[config.mk]
export PLATFORM = sky130hd
export DESIGN_NAME = selective_repeat_receive_window
export DESIGN_NICKNAME = d
export VERILOG_FILES = /design/src/sv/srrw_pkg.sv /design/src/sv/selective_repeat_receive_window.sv /design/src/sv/srrw_ctrl.sv /design/src/sv/srrw_dp.sv
export SDC_FILE = /design/constraint.sdc
export NUM_CORES = 1
export LEC_CHECK = 0
export BUFFER_PORTS_ARGS = -buffer_cell sky130_fd_sc_hd__buf_2
export CAP_MARGIN = 20
export CORE_UTILIZATION = 45
export CTS_CLUSTER_SIZE = 16
export DETAILED_ROUTE_END_ITERATION = 16
export PLACE_DENSITY = 0.67
export SLEW_MARGIN = 10
export SYNTH_ARGS = -nofsm -noshare
export SYNTH_HDL_FRONTEND = slang
export SYNTH_SLANG_ARGS = --single-unit
[constraint.sdc]
create_clock -name clk -period 12.4 [get_ports clk]
set_input_delay 0 -clock clk [delete_from_list [all_inputs] [get_ports clk]]
set_output_delay 0 -clock clk [all_outputs]
set_load 0.02 [all_outputs]
[src/sv/srrw_pkg.sv]
// ---------------------------------------------------------------------------
// srrw_pkg
// Types, widths and codes shared by the receive window modules.
// ---------------------------------------------------------------------------
package srrw_pkg;

  localparam int MAX_WINDOW = 8;
  localparam int WIN_W      = $clog2(MAX_WINDOW + 1);
  localparam int SLOT_W     = (MAX_WINDOW > 1) ? $clog2(MAX_WINDOW) : 1;

  localparam int SEQ_W      = 8;
  localparam int TAG_W      = 8;
  localparam int BYTES_W    = 8;
  localparam int QUEUE_W    = 17;
  localparam int LIMIT_W    = 16;
  localparam int WSIZE_W    = 4;
  localparam int UNACK_W    = 8;
  localparam int MOD_CNT_W  = $clog2(SEQ_W);

  localparam int CFG_IDX_W  = 1;
  localparam int CFG_DATA_W = 16;

  localparam int IN_DATA_W  = 32;
  localparam int IN_USER_W  = 2;
  localparam int OUT_DATA_W = 24;

  localparam logic [QUEUE_W-1:0] QUEUED_MAX   = '1;
  localparam logic [UNACK_W-1:0] UNACK_MAX    = '1;
  localparam logic [UNACK_W-1:0] ACK_BURST    = UNACK_W'(4);
  localparam logic [WSIZE_W-1:0] WINDOW_RESET = WSIZE_W'(4);
  localparam logic [LIMIT_W-1:0] LIMIT_RESET  = LIMIT_W'(2048);

  typedef enum logic [1:0] {
    ACT_INFO    = 2'd0,
    ACT_DRAIN   = 2'd1,
    ACT_SENT    = 2'd2,
    ACT_UNCHOKE = 2'd3
  } action_t;

  typedef enum logic {
    KIND_DELIVER = 1'b0,
    KIND_STATUS  = 1'b1
  } kind_t;

  typedef enum logic [CFG_IDX_W-1:0] {
    REG_WINDOW = 1'b0,
    REG_LIMIT  = 1'b1
  } reg_idx_t;

  typedef enum logic [2:0] {
    ST_IDLE,
    ST_MOD,
    ST_CHECK,
    ST_DRAIN,
    ST_POST,
    ST_STATUS
  } state_t;

  // input item, seq in the lowest bits
  typedef struct packed {
    logic [6:0]         pad;
    logic               tx_window_empty;
    logic [BYTES_W-1:0] byte_count;
    logic [TAG_W-1:0]   buffer_tag;
    logic [SEQ_W-1:0]   seq;
  } in_item_t;

  // result item, out_tag in the lowest bits
  typedef struct packed {
    logic [2:0]       pad;
    logic             choked_flag;
    logic             discarded;
    logic             ack_now;
    logic             restart_ack_timer;
    logic             send_nak;
    logic [SEQ_W-1:0] out_seq;
    logic [TAG_W-1:0] out_tag;
  } out_item_t;

  typedef struct packed {
    logic accept;
    logic mod_step;
    logic check;
    logic deliver;
    logic post;
    logic status;
  } ctrl_cmd_t;

  typedef struct packed {
    logic info_go;
    logic mod_last;
    logic head_full;
    logic newdata;
    logic out_free;
  } dp_stat_t;

endpackage

[src/sv/selective_repeat_receive_window.sv]
// ---------------------------------------------------------------------------
// selective_repeat_receive_window
// Receive side of an 8-bit sequence-numbered selective-repeat ARQ window.
// ---------------------------------------------------------------------------
// Each input item is an info frame or a bookkeeping event (consumer drain,
// own frame sent, choke release). An info frame inside the window that is
// not already held goes into slot seq mod window; every complete in-order
// run from the expected sequence number then leaves as one delivery item
// per frame, and each input ends with one status item (tlast high) carrying
// NAK / ack-timer / ack-now / discard flags and the choke state. One item is
// worked at a time. The bit-serial remainder unit finds seq mod window and
// expected mod window, one dividend bit per cycle. Output stalls hold up the
// delivery and status items. The input side is ready again while the final
// status item still waits in the output register. The user must write
// window_size and queue_limit only while idle; the block itself does not
// enforce it.
// ---------------------------------------------------------------------------
module selective_repeat_receive_window (
  input  logic                                clk,
  input  logic                                rst,
  // configuration writes
  input  logic                                cfg_we,
  input  logic [srrw_pkg::CFG_IDX_W-1:0]      cfg_index,  // 0 window_size, 1 queue_limit
  input  logic [srrw_pkg::CFG_DATA_W-1:0]     cfg_data,
  // input items
  input  logic                                s_tvalid,
  output logic                                s_tready,
  // [7:0] seq, [15:8] buffer_tag, [23:16] byte_count, [24] tx_window_empty
  input  logic [srrw_pkg::IN_DATA_W-1:0]      s_tdata,
  // [1:0] action
  input  logic [srrw_pkg::IN_USER_W-1:0]      s_tuser,
  // result items
  output logic                                m_tvalid,
  input  logic                                m_tready,
  // [7:0] out_tag, [15:8] out_seq, [16] send_nak, [17] restart_ack_timer,
  // [18] ack_now, [19] discarded, [20] choked_flag
  output logic [srrw_pkg::OUT_DATA_W-1:0]     m_tdata,
  // [0] kind: 0 delivery, 1 status
  output logic                                m_tuser,
  output logic                                m_tlast
);
  import srrw_pkg::*;

  ctrl_cmd_t cmd;
  dp_stat_t  stat;

  // sequencer: owns the handshake on the input side
  srrw_ctrl u_ctrl (
    .clk      (clk),
    .rst      (rst),
    .s_tvalid (s_tvalid),
    .s_tready (s_tready),
    .stat     (stat),
    .cmd      (cmd)
  );

  // window state, slot store and output register
  srrw_dp u_dp (
    .clk       (clk),
    .rst       (rst),
    .cmd       (cmd),
    .stat      (stat),
    .cfg_we    (cfg_we),
    .cfg_index (cfg_index),
    .cfg_data  (cfg_data),
    .s_tdata   (s_tdata),
    .s_tuser   (s_tuser),
    .m_tvalid  (m_tvalid),
    .m_tready  (m_tready),
    .m_tdata   (m_tdata),
    .m_tuser   (m_tuser),
    .m_tlast   (m_tlast)
  );

endmodule

[src/sv/srrw_ctrl.sv]
// ---------------------------------------------------------------------------
// srrw_ctrl
// Sequencer: accept, remainder steps, window check, drain, post, status.
// ---------------------------------------------------------------------------
module srrw_ctrl (
  input  logic               clk,
  input  logic               rst,
  input  logic               s_tvalid,
  output logic               s_tready,
  input  srrw_pkg::dp_stat_t stat,
  output srrw_pkg::ctrl_cmd_t cmd
);
  import srrw_pkg::*;

  state_t state;
  state_t state_next;

  always_ff @(posedge clk) begin
    if (rst) begin
      state <= ST_IDLE;
    end else begin
      state <= state_next;
    end
  end

  always_comb begin
    cmd        = '0;
    s_tready   = 1'b0;
    state_next = state;
    case (state)
      ST_IDLE: begin
        s_tready = 1'b1;
        if (s_tvalid) begin
          cmd.accept = 1'b1;
          state_next = stat.info_go ? ST_MOD : ST_STATUS;
        end
      end
      ST_MOD: begin
        cmd.mod_step = 1'b1;
        if (stat.mod_last) begin
          state_next = ST_CHECK;
        end
      end
      ST_CHECK: begin
        cmd.check  = 1'b1;
        state_next = ST_DRAIN;
      end
      ST_DRAIN: begin
        if (stat.head_full) begin
          cmd.deliver = stat.out_free;
        end else if (stat.newdata) begin
          state_next = ST_POST;
        end else begin
          state_next = ST_STATUS;
        end
      end
      ST_POST: begin
        cmd.post   = 1'b1;
        state_next = ST_STATUS;
      end
      ST_STATUS: begin
        if (stat.out_free) begin
          cmd.status = 1'b1;
          state_next = ST_IDLE;
        end
      end
      default: begin
        state_next = ST_IDLE;
      end
    endcase
  end

endmodule

[src/sv/srrw_dp.sv]
// ---------------------------------------------------------------------------
// srrw_dp
// Window state, slot store, remainder unit, queue accounting, output register.
// ---------------------------------------------------------------------------
module srrw_dp (
  input  logic                                clk,
  input  logic                                rst,
  input  srrw_pkg::ctrl_cmd_t                 cmd,
  output srrw_pkg::dp_stat_t                  stat,
  input  logic                                cfg_we,
  input  logic [srrw_pkg::CFG_IDX_W-1:0]      cfg_index,
  input  logic [srrw_pkg::CFG_DATA_W-1:0]     cfg_data,
  input  logic [srrw_pkg::IN_DATA_W-1:0]      s_tdata,
  input  logic [srrw_pkg::IN_USER_W-1:0]      s_tuser,
  output logic                                m_tvalid,
  input  logic                                m_tready,
  output logic [srrw_pkg::OUT_DATA_W-1:0]     m_tdata,
  output logic                                m_tuser,
  output logic                                m_tlast
);
  import srrw_pkg::*;

  // one restoring-remainder step: shift in one dividend bit, subtract if it fits
  function automatic logic [WIN_W-1:0] rem_step(input logic [WIN_W-1:0] r,
                                                 input logic b,
                                                 input logic [WIN_W-1:0] d);
    logic [WIN_W:0] t;
    logic [WIN_W:0] s;
    t = {r, b};
    s = t - {1'b0, d};
    return (t >= {1'b0, d}) ? s[WIN_W-1:0] : t[WIN_W-1:0];
  endfunction

  // config
  logic [WSIZE_W-1:0]   window_size;
  logic [LIMIT_W-1:0]   queue_limit;

  // window state
  logic [SEQ_W-1:0]     expected_seq;
  logic                 nak_pending;
  logic [MAX_WINDOW-1:0] slot_full;
  logic [TAG_W-1:0]     slot_tag   [MAX_WINDOW];
  logic [BYTES_W-1:0]   slot_bytes [MAX_WINDOW];
  logic [QUEUE_W-1:0]   queued_bytes;
  logic                 choked;
  logic [UNACK_W-1:0]   unacked_count;
  logic                 newdata;

  // current item
  logic [SEQ_W-1:0]     seq_q;
  logic [TAG_W-1:0]     tag_q;
  logic [BYTES_W-1:0]   bytes_q;
  logic                 txempty_q;

  // remainder unit, two lanes sharing the divisor
  logic [MOD_CNT_W-1:0] mod_cnt;
  logic [WIN_W-1:0]     rem_seq;
  logic [WIN_W-1:0]     rem_exp;

  logic [SLOT_W-1:0]    head_slot;
  logic                 f_nak;
  logic                 f_rst;
  logic                 f_ack;
  logic                 f_disc;
  logic [SEQ_W-1:0]     nak_seq;

  in_item_t             in_d;
  action_t              act;
  out_item_t            o_next;
  logic [7:0]           ws_wide;
  logic [WIN_W-1:0]     w;
  logic [SEQ_W-1:0]     diff;
  logic [SEQ_W-1:0]     rep_diff;
  logic                 in_win;
  logic                 is_rep;
  logic [SLOT_W-1:0]    seq_slot;
  logic                 take;
  logic [QUEUE_W:0]     q_add;
  logic [QUEUE_W-1:0]   q_add_sat;
  logic [WIN_W-1:0]     head_p1;
  logic [SLOT_W-1:0]    head_adv;
  logic [UNACK_W-1:0]   unacked_inc;

  assign in_d = in_item_t'(s_tdata);
  assign act  = action_t'(s_tuser);

  // effective window: 0 acts as 1, clamp at the slot count
  always_comb begin
    ws_wide = {4'b0, window_size};
    if (window_size == '0) begin
      w = WIN_W'(1);
    end else if (ws_wide > 8'(MAX_WINDOW)) begin
      w = WIN_W'(MAX_WINDOW);
    end else begin
      w = ws_wide[WIN_W-1:0];
    end
  end

  assign diff     = seq_q - expected_seq;
  assign rep_diff = seq_q + SEQ_W'(w) - expected_seq;
  assign in_win   = diff < SEQ_W'(w);
  assign is_rep   = rep_diff < SEQ_W'(w);
  assign seq_slot = rem_seq[SLOT_W-1:0];
  assign take     = in_win && !slot_full[seq_slot];

  assign q_add     = {1'b0, queued_bytes} + (QUEUE_W + 1)'(slot_bytes[head_slot]);
  assign q_add_sat = q_add[QUEUE_W] ? QUEUED_MAX : q_add[QUEUE_W-1:0];

  // expected%w follows expected+1, except at the 8-bit wrap where it restarts
  assign head_p1  = WIN_W'(head_slot) + WIN_W'(1);
  assign head_adv = (expected_seq == '1 || head_p1 == w) ? '0 : head_p1[SLOT_W-1:0];

  assign unacked_inc = (unacked_count == UNACK_MAX) ? unacked_count
                                                    : unacked_count + UNACK_W'(1);

  assign stat.info_go   = (act == ACT_INFO) && !choked;
  assign stat.mod_last  = (mod_cnt == '0);
  assign stat.head_full = slot_full[head_slot];
  assign stat.newdata   = newdata;
  assign stat.out_free  = !m_tvalid || m_tready;

  always_comb begin
    o_next             = '0;
    o_next.choked_flag = choked;
    if (cmd.deliver) begin
      o_next.out_tag = slot_tag[head_slot];
      o_next.out_seq = expected_seq;
    end else begin
      o_next.out_tag           = f_disc ? tag_q : '0;
      o_next.out_seq           = f_nak ? nak_seq : '0;
      o_next.send_nak          = f_nak;
      o_next.restart_ack_timer = f_rst;
      o_next.ack_now           = f_ack;
      o_next.discarded         = f_disc;
    end
  end

  // control and window state
  always_ff @(posedge clk) begin
    if (rst) begin
      window_size   <= WINDOW_RESET;
      queue_limit   <= LIMIT_RESET;
      expected_seq  <= '0;
      nak_pending   <= 1'b0;
      slot_full     <= '0;
      queued_bytes  <= '0;
      choked        <= 1'b0;
      unacked_count <= '0;
      newdata       <= 1'b0;
      m_tvalid      <= 1'b0;
    end else begin
      if (cfg_we) begin
        case (reg_idx_t'(cfg_index))
          REG_WINDOW: window_size <= cfg_data[WSIZE_W-1:0];
          REG_LIMIT:  queue_limit <= cfg_data[LIMIT_W-1:0];
          default: ;
        endcase
      end
      if (cmd.accept) begin
        newdata <= 1'b0;
        case (act)
          ACT_DRAIN: begin
            queued_bytes <= (queued_bytes > QUEUE_W'(in_d.byte_count))
                          ? queued_bytes - QUEUE_W'(in_d.byte_count) : '0;
          end
          ACT_SENT:    unacked_count <= '0;
          ACT_UNCHOKE: choked <= 1'b0;
          default: ;
        endcase
      end
      if (cmd.check) begin
        if (seq_q != expected_seq && !nak_pending && !is_rep) begin
          nak_pending <= 1'b1;
        end
        if (take) begin
          slot_full[seq_slot] <= 1'b1;
        end
      end
      if (cmd.deliver) begin
        slot_full[head_slot] <= 1'b0;
        queued_bytes         <= q_add_sat;
        expected_seq         <= expected_seq + SEQ_W'(1);
        newdata              <= 1'b1;
      end
      if (cmd.post) begin
        nak_pending   <= 1'b0;
        unacked_count <= unacked_inc;
        if (queued_bytes > QUEUE_W'(queue_limit)) begin
          choked <= 1'b1;
        end
      end
      if (cmd.deliver || cmd.status) begin
        m_tvalid <= 1'b1;
      end else if (m_tready) begin
        m_tvalid <= 1'b0;
      end
    end
  end

  // payload
  always_ff @(posedge clk) begin
    if (cmd.accept) begin
      seq_q     <= in_d.seq;
      tag_q     <= in_d.buffer_tag;
      bytes_q   <= in_d.byte_count;
      txempty_q <= in_d.tx_window_empty;
      mod_cnt   <= MOD_CNT_W'(SEQ_W - 1);
      rem_seq   <= '0;
      rem_exp   <= '0;
      f_nak     <= 1'b0;
      f_ack     <= 1'b0;
      // a choked receiver drops info frames and rearms the ack timer
      f_rst     <= (act == ACT_INFO) && choked;
      f_disc    <= (act == ACT_INFO) && choked;
    end
    if (cmd.mod_step) begin
      mod_cnt <= mod_cnt - MOD_CNT_W'(1);
      rem_seq <= rem_step(rem_seq, seq_q[mod_cnt], w);
      rem_exp <= rem_step(rem_exp, expected_seq[mod_cnt], w);
    end
    if (cmd.check) begin
      head_slot <= rem_exp[SLOT_W-1:0];
      if (seq_q != expected_seq && !nak_pending) begin
        if (is_rep) begin
          f_rst <= 1'b1;
        end else begin
          f_nak   <= 1'b1;
          nak_seq <= expected_seq;
        end
      end
      if (take) begin
        slot_tag[seq_slot]   <= tag_q;
        slot_bytes[seq_slot] <= bytes_q;
      end else begin
        f_disc <= 1'b1;
      end
    end
    if (cmd.deliver) begin
      head_slot <= head_adv;
    end
    if (cmd.post) begin
      if (queued_bytes > QUEUE_W'(queue_limit)) begin
        f_ack <= 1'b1;
      end else if (txempty_q && unacked_inc >= ACK_BURST) begin
        f_ack <= 1'b1;
      end else begin
        f_rst <= 1'b1;
      end
    end
    if (cmd.deliver || cmd.status) begin
      m_tdata <= o_next;
      m_tuser <= cmd.status ? KIND_STATUS : KIND_DELIVER;
      m_tlast <= cmd.status;
    end
  end

endmodule

==> flow_summary.ini <==
[timing]
slew_headroom = 0.2607
fin_crit_sh = 0.3654
fin_ws_ns = 7.869
setup_viol = 0
finalMaxSlewViolations = 0
worst_hold_slack_ns = 0.04263
max_clock_freq_ghz = 0.2207
setup_tns_ns = 0
fin_skew_ns = 0.01918
rsz0062_at_grt = no
timing.final.crit_period_ns = 4.531
tightest_slew_ns = 1.109
final-hold-violation-count = 0

[place]
port-buffer-count = 73
pre_cts_ws_ns = 7.917
place_hpwl_um = 21020
dp_cells = 1603
place_area_um2 = 14530
gp_congestion = 0.9006

[logic_synthesis]
yosysSeqAreaShare = 0.5373
synth.area.top_cells = edfxtp_1, dfxtp_1, mux4_2, ha_1, nand2_1
async_flop_share = 0
synth_edf_count = 197
synth_ff_type = edfxtp_1
yosys.area.top_type = edfxtp_1
yosysMostFrequentCell = edfxtp_1
yosysUniqueCellTypes = 70
synth_area_um2 = 13800
synthCells = 1184
syn_avg_cell_area_um2 = 11.66
synth_common_cells = edfxtp_1, nand2_1, inv_1
yosys_warnings = 0
yosys_register_bits = 272
synth_top_area_frac = 0.4285

[clocking]
clock_sinks = 272
path_clk_slew_ns = 0.06
clock_latency_ns = 0.55
htree_levels = 1
cts_tree = done
numCtsBuffers = 28
clockBufferDepth = 3
cts_root_buf = clkbuf_16

[pwr]
switchingPower_mw = 0.7606
combPwrFrac = 0.223
p_sw_frac = 0.2933
p_leak_nw = 5.924
power.total_mw = 2.593
max-vdd-ir-drop_uv = 99.35
p_per_area_nw_per_um2 = 162.5
p_clk_frac = 0.330
p_int_mw = 1.833
pwr-share-seq = 0.447

[worst_setup_path]
path_depth = 14
startpoint = u_dp.expected_seq[1]$_SDFFE_PP0P_
crit_fanout = 17
r2r_cells = 14
cp.arrival_ns = 4.68
r2r-start = u_dp.expected_seq[1]$_SDFFE_PP0P_
cp-endpoint = u_dp.slot_bytes[2][4]$_DFFE_PP_
cp_num_buf_inv = 2
r2r_end = u_dp.slot_bytes[2][4]$_DFFE_PP_
slowest_stage = and4_1
crit_family = simple AND/OR/NAND/NOR gates
crit_required_ns = 12.55
path_class = reg -> reg
slowest_delay_ns = 0.94
critPathLaunchType = flop
r2r_slack_ns = 7.87
crit_path_end_kind = flop
crit_path_cell_trace = inv_1 -> ha_1 -> nor2b_1 -> o211ai_1 -> nand2_1 -> a21oi_1 -> ha_1 -> a21oi_1 -> o221ai_1 -> nor4_1 -> o2111ai_1 -> nor4b_1 -> buf_4 -> and4_1

[layout]
nets = 1423
final_cell_count_no_fill = 1704
final_util = 0.5342
regArea_um2 = 7418
final_area_um2 = 15960
multi_input_area_um2 = 5856
nFillCells = 2504
drive_above_1_share = 0.1461
syn_to_final_growth_pct = 15.62
diodes = 0

[drt]
detail-route-antenna-nets = 0
drt_iter0_drc = 872
vias_per_cell = 5.691
drt-wirelength-per-cell_um = 18.63
drt_wl_total_um = 31750
num_vias = 9697
firstDrtPassIters = 6
drc = 0

[global_routing]
grt_overflow = 0
antenna_found_initial = 0
grt.total_usage = 0.2032
grt_pass1_vias = 9364
grt_pass1_wl_um = 49940
grt_max_degree = 59

[die]
initial_core_util = 0.4621
die_w_um = 177.1
dieArea_um2 = 31380
core-area_um2 = 29870
dieHeight_um = 177.1
io_pins = 84
rows = 63

[worst_hold_path]
worstHoldStart = cfg_we
min_path_type = in -> reg

[run]
max-cap-violations = 0

[outcome]
status = complete, no violations
-- registers in the layout, summed over array words and instances, names as in the netlist, 3 cells and up, named ones only --
register / count
u_dp.expected_seq: 8
u_dp.head_slot: 3
u_dp.unacked_count: 8
u_dp.m_tdata: 21
u_dp.rem_exp: 4
u_dp.tag_q: 8
u_dp.queued_bytes: 17
u_dp.nak_seq: 8
u_dp.bytes_q: 8
u_dp.seq_q: 8
u_dp.queue_limit: 16
u_dp.slot_tag: 64
u_dp.rem_seq: 4
u_dp.slot_bytes: 64
u_dp.slot_full: 8
u_dp.window_size: 4
u_dp.mod_cnt: 3
u_ctrl.state: 3
-- how the worst min path moves through the flow --
stage	endpoint	slack (ns)	depth (start not counted)
after floorplan	u_dp.bytes_q[0]$_DFFE_PP_	0.1	0
after global placement	u_dp.seq_q[1]$_DFFE_PP_	0.18	1
after detailed placement	u_dp.txempty_q$_DFFE_PP_	0.18	1
after CTS	u_dp.window_size[0]$_SDFFE_PP0P_	0.03	4
after global routing	u_dp.window_size[1]$_SDFFE_PP0P_	0.05	4
final	u_dp.window_size[0]$_SDFFE_PP0P_	0.04	4
-- metal layers --
metal,track usage,routed length (um),vias up
li1,-,-,4636
met1,0.2827,14570,4744
met2,0.3379,14920,261
met3,0.02470,1584,56
met4,0.04741,683,0
met5,0,0,-
-- power by group through the flow --
stage	clock network (mW)	registers [mW]	logic, mW
2_1_floorplan	0	1.14	0.454
3_3_place_gp	0	1.17	0.551
3_5_place_dp	0	1.18	0.562
4_1_cts	0.869	1.16	0.579
5_1_grt	0.905	1.17	0.645
6_report	0.856	1.16	0.579
-- placed cells by master, fill, tap and decap left out, types with 48 or more instances in the layout --
cell type | synthesis | final
dfxtp_1 | 75 | 74
dlygate4sd3_1 | 0 | 49
nor2_1 | 65 | 65
buf_2 | 6 | 73
a21oi_1 | 71 | 71
edfxtp_1 | 197 | 197
nand2_1 | 110 | 109
o21ai_0 | 48 | 48
ha_1 | 64 | 64
inv_1 | 79 | 79
-- timing repair --
action / in CTS / in global routing
endpoints found under the hold margin: 52 / 0
hold buffers: 49 / 0
setup buffers: 0 / 0
resized for setup: 0 / 0
-- worst register-to-register path: cells and delay by family (launching register included) --
family / cells / cell delay, ns
AO/OA/AOI/OAI: 5 / 0.99
flip-flops: 1 / 0.48
AND/OR/NAND/NOR: 5 / 1.75
buffers and inverters: 2 / 0.34
adder cells (fa/ha/maj): 2 / 0.56
-- logic make-up (layout without fill, tap and decap cells) --
kind of cell / after synthesis / after routing / synth area share
AND/OR/NAND/NOR: 344 / 344 / 0.1226
flip-flops: 272 / 272 / 0.5373
AO/OA/AOI/OAI: 242 / 242 / 0.1142
buffers and inverters: 139 / 267 / 0.04051
adder cells (fa/ha/maj): 75 / 75 / 0.07396
multiplexers: 75 / 75 / 0.08828
XOR/XNOR: 36 / 36 / 0.02284
other: 1 / 3 / 0.0002717
-- layout make-up --
| cell class | instances | area share |
|---|---|---|
| clock buffers | 39 | 0.04962 |
| clock inverters | 13 | 0.009564 |
| inverters | 80 | 0.01881 |
| multi-input cells | 775 | 0.3669 |
| flip-flops and latches | 272 | 0.4648 |
| well taps | 390 | 0.03057 |
| repair buffers | 135 | 0.05974 |
(Power assumes the default switching activity.)
